<file path="config.mk">
export PLATFORM = sky130hd
export DESIGN_NAME = quaternion48_unpack
export DESIGN_NICKNAME = d
export VERILOG_FILES = /design/src/rtl/qu48_pkg.sv /design/src/rtl/qu48_sqrt_cell.sv /design/src/rtl/qu48_front.sv /design/src/rtl/quaternion48_unpack.sv
export SDC_FILE = /design/constraint.sdc
export NUM_CORES = 2
export LEC_CHECK = 0
export CAP_MARGIN = 20
export CORE_MARGIN = 4
export CORE_UTILIZATION = 50
export DETAILED_ROUTE_END_ITERATION = 10
export DONT_BUFFER_PORTS = 1
export SLEW_MARGIN = 10
export SYNTH_ARGS = -nofsm -noshare
export SYNTH_HDL_FRONTEND = slang
export SYNTH_HIERARCHICAL = 1
export SYNTH_SLANG_ARGS = --single-unit
</file>
<file path="constraint.sdc">
create_clock -name i_clk -period 18.35 [get_ports i_clk]
set_input_delay 1.835 -clock i_clk [delete_from_list [all_inputs] [get_ports i_clk]]
set_output_delay 1.835 -clock i_clk [all_outputs]
set_load 0.02 [all_outputs]
</file>
<file path="src/rtl/qu48_pkg.sv">
// Shared types, widths and helpers for the packed quaternion decoder.
// Most widths derive from FRACTION_BITS; the input, field, scale and port widths are fixed. No dependencies.
package qu48_pkg;

    localparam int FRACTION_BITS = 16;

    // Packed input layout.
    localparam int IN_W     = 48;
    localparam int FIELD_W  = 15;
    localparam int LANES    = 3;
    localparam logic [FIELD_W-1:0] CENTER = FIELD_W'(16384);

    // Scale 0.70710678 / 16384 held as round(0.70710678 * 2^32).
    localparam int SCALE_W = 32;
    localparam logic [SCALE_W-1:0] SCALE_Q32 = 32'd3037000495;
    localparam int PROD_W  = FIELD_W + SCALE_W;
    localparam int SHIFT   = 46 - FRACTION_BITS;
    localparam logic [PROD_W-1:0] HALF = PROD_W'(1) << (SHIFT - 1);

    // Component magnitude, signed component and squares.
    localparam int QW    = FRACTION_BITS;
    localparam int CW    = FRACTION_BITS + 1;
    localparam int SQ_W  = 2 * FRACTION_BITS;
    localparam int SUM_W = 2 * FRACTION_BITS + 2;

    // Square root: radicand padded to an even width, one root bit per cell.
    localparam int RAD_W  = 2 * FRACTION_BITS + 2;
    localparam int NCELL  = RAD_W / 2;
    localparam int ROOT_W = NCELL;
    localparam int REM_W  = ROOT_W + 1;
    localparam int TRY_W  = REM_W + 2;
    localparam logic [RAD_W-1:0] ONE_SQ = RAD_W'(1) << (2 * FRACTION_BITS);

    // Rebuilt component after rounding and sign, and the port width.
    localparam int WW    = FRACTION_BITS + 2;
    localparam int OUT_W = 18;

    // Position of the rebuilt component.
    localparam logic [1:0] SLOT_FIRST  = 2'd0;
    localparam logic [1:0] SLOT_SECOND = 2'd1;
    localparam logic [1:0] SLOT_THIRD  = 2'd2;
    localparam logic [1:0] SLOT_FOURTH = 2'd3;

    typedef struct packed {
        logic signed [CW-1:0] x;
        logic signed [CW-1:0] y;
        logic signed [CW-1:0] z;
        logic [1:0]           slot;
        logic                 negate;
    } t_side;

    typedef struct packed {
        logic              valid;
        logic [RAD_W-1:0]  rad;
        logic [ROOT_W-1:0] root;
        logic [REM_W-1:0]  rem;
        t_side             side;
    } t_sqrt;

    // Sign-extend or truncate a signed value to the port width.
    function automatic logic [OUT_W-1:0] to_field(input logic signed [WW-1:0] v);
        logic signed [63:0] e;
        e = 64'(v);
        return e[OUT_W-1:0];
    endfunction

endpackage

</file>
<file path="src/rtl/qu48_sqrt_cell.sv">
// One cell of the square root chain: resolves one root bit per cycle while the pipeline advances.
// Depends on qu48_pkg.
module qu48_sqrt_cell
    import qu48_pkg::*;
(
    input  logic  i_clk,
    input  logic  i_rst_n,
    input  logic  i_adv,
    input  t_sqrt i_cell,
    output t_sqrt o_cell
);

    t_sqrt             r_cell;
    t_sqrt             n_cell;
    logic [TRY_W-1:0]  acc;
    logic [TRY_W-1:0]  trial;
    logic [TRY_W-1:0]  diff;
    logic              take;

    always_comb begin
        acc   = {i_cell.rem, i_cell.rad[RAD_W-1 -: 2]};
        trial = TRY_W'({i_cell.root, 2'b01});
        take  = (acc >= trial);
        diff  = acc - trial;

        n_cell       = i_cell;
        n_cell.rad   = i_cell.rad << 2;
        n_cell.root  = {i_cell.root[ROOT_W-2:0], take};
        n_cell.rem   = take ? diff[REM_W-1:0] : acc[REM_W-1:0];
    end

    always_ff @(posedge i_clk) begin
        if (!i_rst_n) begin
            r_cell.valid <= 1'b0;
        end else if (i_adv) begin
            r_cell <= n_cell;
        end
    end

    assign o_cell = r_cell;

endmodule

</file>
<file path="src/rtl/qu48_front.sv">
// Front pipeline: unpack, scale, square, sum and form the radicand.
// Depends on qu48_pkg; feeds the head of the square root chain.
module qu48_front
    import qu48_pkg::*;
(
    input  logic            i_clk,
    input  logic            i_rst_n,
    input  logic            i_adv,
    input  logic            i_valid,
    input  logic [IN_W-1:0] i_packed_quaternion,
    output t_sqrt           o_head
);

    typedef struct packed {
        logic                         valid;
        logic [LANES-1:0][PROD_W-1:0] prod;
        logic [LANES-1:0]             neg;
        logic [1:0]                   slot;
        logic                         negate;
    } t_stg_a;

    typedef struct packed {
        logic                     valid;
        logic [LANES-1:0][QW-1:0] q;
        t_side                    side;
    } t_stg_b;

    typedef struct packed {
        logic                       valid;
        logic [LANES-1:0][SQ_W-1:0] sq;
        t_side                      side;
    } t_stg_c;

    typedef struct packed {
        logic             valid;
        logic [SUM_W-1:0] sum;
        t_side            side;
    } t_stg_d;

    t_stg_a r_a, n_a;
    t_stg_b r_b, n_b;
    t_stg_c r_c, n_c;
    t_stg_d r_d, n_d;
    t_sqrt  r_e, n_e;

    logic [LANES-1:0][FIELD_W-1:0] fld;
    logic [LANES-1:0][FIELD_W-1:0] mag;
    logic [LANES-1:0][CW-1:0]      comp;
    logic [LANES-1:0][PROD_W-1:0]  rounded;

    assign fld = {i_packed_quaternion[46:32], i_packed_quaternion[30:16],
                  i_packed_quaternion[14:0]};

    // Stage A: recenter each field and multiply its magnitude by the scale.
    always_comb begin
        n_a.valid  = i_valid;
        n_a.slot   = {i_packed_quaternion[15], i_packed_quaternion[31]};
        n_a.negate = i_packed_quaternion[47];
        for (int k = 0; k < LANES; k++) begin
            n_a.neg[k]  = (fld[k] < CENTER);
            mag[k]      = n_a.neg[k] ? (CENTER - fld[k]) : (fld[k] - CENTER);
            n_a.prod[k] = PROD_W'(mag[k]) * PROD_W'(SCALE_Q32);
        end
    end

    // Stage B: round the magnitude to nearest and attach the sign.
    always_comb begin
        n_b.valid       = r_a.valid;
        n_b.side.slot   = r_a.slot;
        n_b.side.negate = r_a.negate;
        for (int k = 0; k < LANES; k++) begin
            rounded[k] = (r_a.prod[k] + HALF) >> SHIFT;
            n_b.q[k]   = rounded[k][QW-1:0];
            comp[k]    = r_a.neg[k] ? (CW'(0) - CW'(n_b.q[k])) : CW'(n_b.q[k]);
        end
        n_b.side.x = comp[0];
        n_b.side.y = comp[1];
        n_b.side.z = comp[2];
    end

    // Stage C: exact squares of the magnitudes.
    always_comb begin
        n_c.valid = r_b.valid;
        n_c.side  = r_b.side;
        for (int k = 0; k < LANES; k++) begin
            n_c.sq[k] = SQ_W'(r_b.q[k]) * SQ_W'(r_b.q[k]);
        end
    end

    // Stage D: sum of squares.
    always_comb begin
        n_d.valid = r_c.valid;
        n_d.side  = r_c.side;
        n_d.sum   = SUM_W'(r_c.sq[0]) + SUM_W'(r_c.sq[1]) + SUM_W'(r_c.sq[2]);
    end

    // Stage E: one minus the sum, clamped at zero, seeds the root chain.
    always_comb begin
        n_e.valid = r_d.valid;
        n_e.side  = r_d.side;
        n_e.rad   = (RAD_W'(r_d.sum) < ONE_SQ) ? (ONE_SQ - RAD_W'(r_d.sum)) : '0;
        n_e.root  = '0;
        n_e.rem   = '0;
    end

    always_ff @(posedge i_clk) begin
        if (!i_rst_n) begin
            r_a.valid <= 1'b0;
            r_b.valid <= 1'b0;
            r_c.valid <= 1'b0;
            r_d.valid <= 1'b0;
            r_e.valid <= 1'b0;
        end else if (i_adv) begin
            r_a <= n_a;
            r_b <= n_b;
            r_c <= n_c;
            r_d <= n_d;
            r_e <= n_e;
        end
    end

    assign o_head = r_e;

endmodule

</file>
<file path="src/rtl/quaternion48_unpack.sv">
// Top level of the smallest-three quaternion decoder: front pipeline,
// square root cell chain and output register. Depends on qu48_pkg,
// qu48_front and qu48_sqrt_cell.
//
//   Channel  Direction  Handshake           Payload
//   input    in         i_valid / o_stall   i_packed_quaternion (48 bits)
//   output   out        o_valid / i_stall   o_comp_first .. o_comp_fourth (18 bits)
//
// One transaction is accepted per cycle unless o_stall is high; each passes
// through front stages A to E, the NCELL cells of the square root chain,
// which resolves one root bit per cell, and the output register.
// Reset is synchronous and active low; it clears only the valid bits.
// While a result waits under i_stall the whole pipeline holds in place.
module quaternion48_unpack
    import qu48_pkg::*;
(
    input  logic             i_clk,
    input  logic             i_rst_n,
    input  logic             i_valid,
    output logic             o_stall,
    input  logic [IN_W-1:0]  i_packed_quaternion,
    output logic             o_valid,
    input  logic             i_stall,
    output logic [OUT_W-1:0] o_comp_first,
    output logic [OUT_W-1:0] o_comp_second,
    output logic [OUT_W-1:0] o_comp_third,
    output logic [OUT_W-1:0] o_comp_fourth
);

    // The pipeline moves as a whole; it only halts when the output register
    // holds a result that the downstream side is not taking.
    logic adv;

    t_sqrt w_chain [NCELL+1];

    logic                  r_out_valid;
    logic [OUT_W-1:0]      r_comp [4];
    logic [OUT_W-1:0]      n_comp [4];

    logic [ROOT_W-1:0]     root;
    logic                  round_up;
    logic signed [WW-1:0]  w_mag;
    logic signed [WW-1:0]  w_val;
    logic [OUT_W-1:0]      fx, fy, fz, fw;

    assign o_stall = r_out_valid & i_stall;
    assign adv     = ~o_stall;

    qu48_front u_front (
        .i_clk               (i_clk),
        .i_rst_n             (i_rst_n),
        .i_adv               (adv),
        .i_valid             (i_valid),
        .i_packed_quaternion (i_packed_quaternion),
        .o_head              (w_chain[0])
    );

    // Each cell takes two radicand bits and produces one root bit.
    for (genvar g = 0; g < NCELL; g++) begin : g_cell
        qu48_sqrt_cell u_cell (
            .i_clk   (i_clk),
            .i_rst_n (i_rst_n),
            .i_adv   (adv),
            .i_cell  (w_chain[g]),
            .o_cell  (w_chain[g+1])
        );
    end

    // The chain leaves the floor root and the remainder n - root^2. Rounding
    // to nearest adds one when the remainder exceeds the root.
    always_comb begin
        root     = w_chain[NCELL].root;
        round_up = (w_chain[NCELL].rem > REM_W'(root));
        w_mag    = WW'(root) + WW'(round_up);
        // A negated zero stays zero, since two's complement has no minus zero.
        w_val    = w_chain[NCELL].side.negate ? (WW'(0) - w_mag) : w_mag;

        fx = to_field(WW'(w_chain[NCELL].side.x));
        fy = to_field(WW'(w_chain[NCELL].side.y));
        fz = to_field(WW'(w_chain[NCELL].side.z));
        fw = to_field(w_val);

        unique case (w_chain[NCELL].side.slot)
            SLOT_FIRST: begin
                n_comp[0] = fw; n_comp[1] = fx; n_comp[2] = fy; n_comp[3] = fz;
            end
            SLOT_SECOND: begin
                n_comp[0] = fx; n_comp[1] = fw; n_comp[2] = fy; n_comp[3] = fz;
            end
            SLOT_THIRD: begin
                n_comp[0] = fx; n_comp[1] = fy; n_comp[2] = fw; n_comp[3] = fz;
            end
            SLOT_FOURTH: begin
                n_comp[0] = fx; n_comp[1] = fy; n_comp[2] = fz; n_comp[3] = fw;
            end
            default: begin
                n_comp[0] = fx; n_comp[1] = fy; n_comp[2] = fz; n_comp[3] = fw;
            end
        endcase
    end

    always_ff @(posedge i_clk) begin
        if (!i_rst_n) begin
            r_out_valid <= 1'b0;
        end else if (adv) begin
            r_out_valid <= w_chain[NCELL].valid;
            r_comp      <= n_comp;
        end
    end

    assign o_valid       = r_out_valid;
    assign o_comp_first  = r_comp[0];
    assign o_comp_second = r_comp[1];
    assign o_comp_third  = r_comp[2];
    assign o_comp_fourth = r_comp[3];

    // A finished root moves into the output register whenever the pipe advances.
    a_tail_to_out: assert property (@(posedge i_clk) disable iff (!i_rst_n)
        (adv && w_chain[NCELL].valid) |=> r_out_valid)
        else $error("finished root not captured by the output register");

    // The remainder of a finished root never exceeds twice the root.
    a_rem_bound: assert property (@(posedge i_clk) disable iff (!i_rst_n)
        w_chain[NCELL].valid |->
            (TRY_W'(w_chain[NCELL].rem) <= (TRY_W'(w_chain[NCELL].root) << 1)))
        else $error("square root remainder out of range");

    // While the output is held, the end of the chain does not move.
    a_chain_hold: assert property (@(posedge i_clk) disable iff (!i_rst_n)
        (!adv) |=> $stable(w_chain[NCELL]))
        else $error("root chain moved during a stall");

endmodule
</file>
==> impl_metrics.env <==
export IMPL_status="completed"
export IMPL_slew_limit_headroom_pct=10.6
export IMPL_met1_length_um=134000
export IMPL_worst_path_max_fanout=7
export IMPL_die_width_um=543
export IMPL_cp_top_family="adder cells"
export IMPL_critical_path_arrival_ns=9.78
export IMPL_finalCriticalPeriod_ns=9.12
export IMPL_grt_pass1_wl_um=475000
export IMPL_grt_max_degree=195
export IMPL_fp_coreArea_um2=285000
export IMPL_gp_congestion=0.901
export IMPL_antenna_left=0
export IMPL_dr_max_layer_used="met4"
export IMPL_synthToLayoutAreaGrowth_pct=8.04
export IMPL_finClkSkew_ns=0.108
export IMPL_cts_sinks=2356
export IMPL_rsz0062_at_grt="no"
export IMPL_reg2reg_from="u_front/r_b[74]"
export IMPL_cts_buffer_depth=4
export IMPL_final_max_slew_viol_count=0
export IMPL_worstHoldStart="g_cell[5].u_cell/o_cell[6]"
export IMPL_critical_path_required_ns=19.01
export IMPL_antenna_found_initial=4
export IMPL_drtIter0Drc=4731
export IMPL_h_tree_depth=4
export IMPL_critPathLaunch="i_packed_quaternion[19]"
export IMPL_grt_overflow=0
export IMPL_holdCritPathClass="flip-flop to flip-flop"
export IMPL_dp_hpwl_um=233000
export IMPL_synth_area_um2=143000
export IMPL_hold_buffers=0
export IMPL_met2WireLength_um=145000
export IMPL_maxCapViolations=0
export IMPL_wirelength_um=298000
export IMPL_worst_setup_path_type="input port to flip-flop"
export IMPL_numPortBuffers=0
export IMPL_clock_latency_ns=0.89
export IMPL_cts_buffers=242
export IMPL_fp_dieH_um=543
export IMPL_cts_setup_buffers=0
export IMPL_final_setup_tns_ns=0
export IMPL_cts_tree="yes"
export IMPL_fin_crit_sh_pct=49.7
export IMPL_start_util_pct=50.2
export IMPL_hold_viol=0
export IMPL_grt_pass1_vias=84399
export IMPL_postSynthAreaPerCell_um2=12.8
export IMPL_max_freq_mhz=110
export IMPL_wl_met3_um=10900
export IMPL_cts_resized=0
export IMPL_core_rowCount=196
export IMPL_setup_violations_final=0
export IMPL_synth_warnings=6
export IMPL_cp_slowest_cell="a2111oi_1"
export IMPL_firstDrtPassIters=7
export IMPL_drcViolationCount=0
export IMPL_cp_start_kind="input port"
export IMPL_crit_buf_inv=2
export IMPL_vias=81623
export IMPL_end_kind="flip-flop"
export IMPL_grt_usage_pct=20.4
export IMPL_viasPerCell=5.34
export IMPL_routedWlPerCell_um=19.5
export IMPL_postSynthCellCount=11222
export IMPL_holdWs_ns=0.348
export IMPL_drive_gt1_share_pct=8.03
export IMPL_final_nets=13544
export IMPL_path_clk_slew_ns=0.06
export IMPL_cts_root_buffer="clkbuf_16"
export IMPL_die_area_um2=295000
export IMPL_worst_pin_slew_ns=1.34
export IMPL_io_pin_count=126
export IMPL_cpMostUsedCell="ha_1"
export IMPL_cp_slowest_stage_delay_ns=1.01
-- area by class of cell --
class                      count  area (µm²)
antenna                        8        20.0
clock buffer                 282        6270
clock inverter               152        1400
fill                       23687      130000
inverter                    1847        6930
multi-input combinational   6820       64300
sequential                  2356       70500
tap                         3762        4710
timing repair buffer          55         445
-- sequential cells by signal (all words and copies together) (netlist names) --
signal	flops
u_front/o_head	89
o_comp_first	18
o_comp_third	18
u_front/r_a	54
g_cell.u_cell/o_cell	1802
u_front/n_c	52
u_front/n_e	55
u_front/n_d	52
u_front/n_b	4
o_comp_second	18
o_comp_fourth	18
u_front/r_c	93
u_front/r_d	34
u_front/r_b	48
o_valid	1
-- cells in the final DEF (no fill, tap or decap), drive strengths merged, types with 150 or more instances in the layout --
| master | n |
|---|---|
| a21oi | 612 |
| edfxtp | 2333 |
| inv | 1852 |
| o21ai | 441 |
| clkbuf | 282 |
| nor2 | 660 |
| nand3 | 150 |
| xnor2 | 426 |
| nand2 | 490 |
| ha | 1227 |
| and2 | 241 |
| xor2 | 174 |
| fa | 943 |
-- final timing paths --
kind	to	slack, ns	depth (start not counted)
setup / recovery	u_front/r_a[98]	9.23	25
hold / removal	g_cell[6].u_cell/o_cell[6]	0.35	0
setup reg to reg	u_front/r_c[115]	10.82	21
hold reg to reg	g_cell[6].u_cell/o_cell[6]	0.35	0
-- stage by stage --
stage | instance area (µm²) | instances | worst slack, ns | util [%]
global placement | 147000 | 14838 | 8.64 | 51.5
finish | 155000 | 15282 | 9.23 | 54.3
floorplan | 143000 | 11260 | 3.77 | -
CTS | 155000 | 15272 | 9.48 | 54.2
global route | 155000 | 15279 | 8.95 | 54.3
detailed placement | 147000 | 14838 | 8.62 | 51.5
-- layer usage --
layer | track usage [%] | vias to the layer above
met3 | 2.37 | 455
li1 | - | 39100
met1 | 28.3 | 40582
met2 | 34.4 | 1486
met4 | 5.24 | 0
met5 | 0 | -
Power is not shown: default switching activity piles up to over one toggle a cycle in this logic, so the estimate is an artifact.
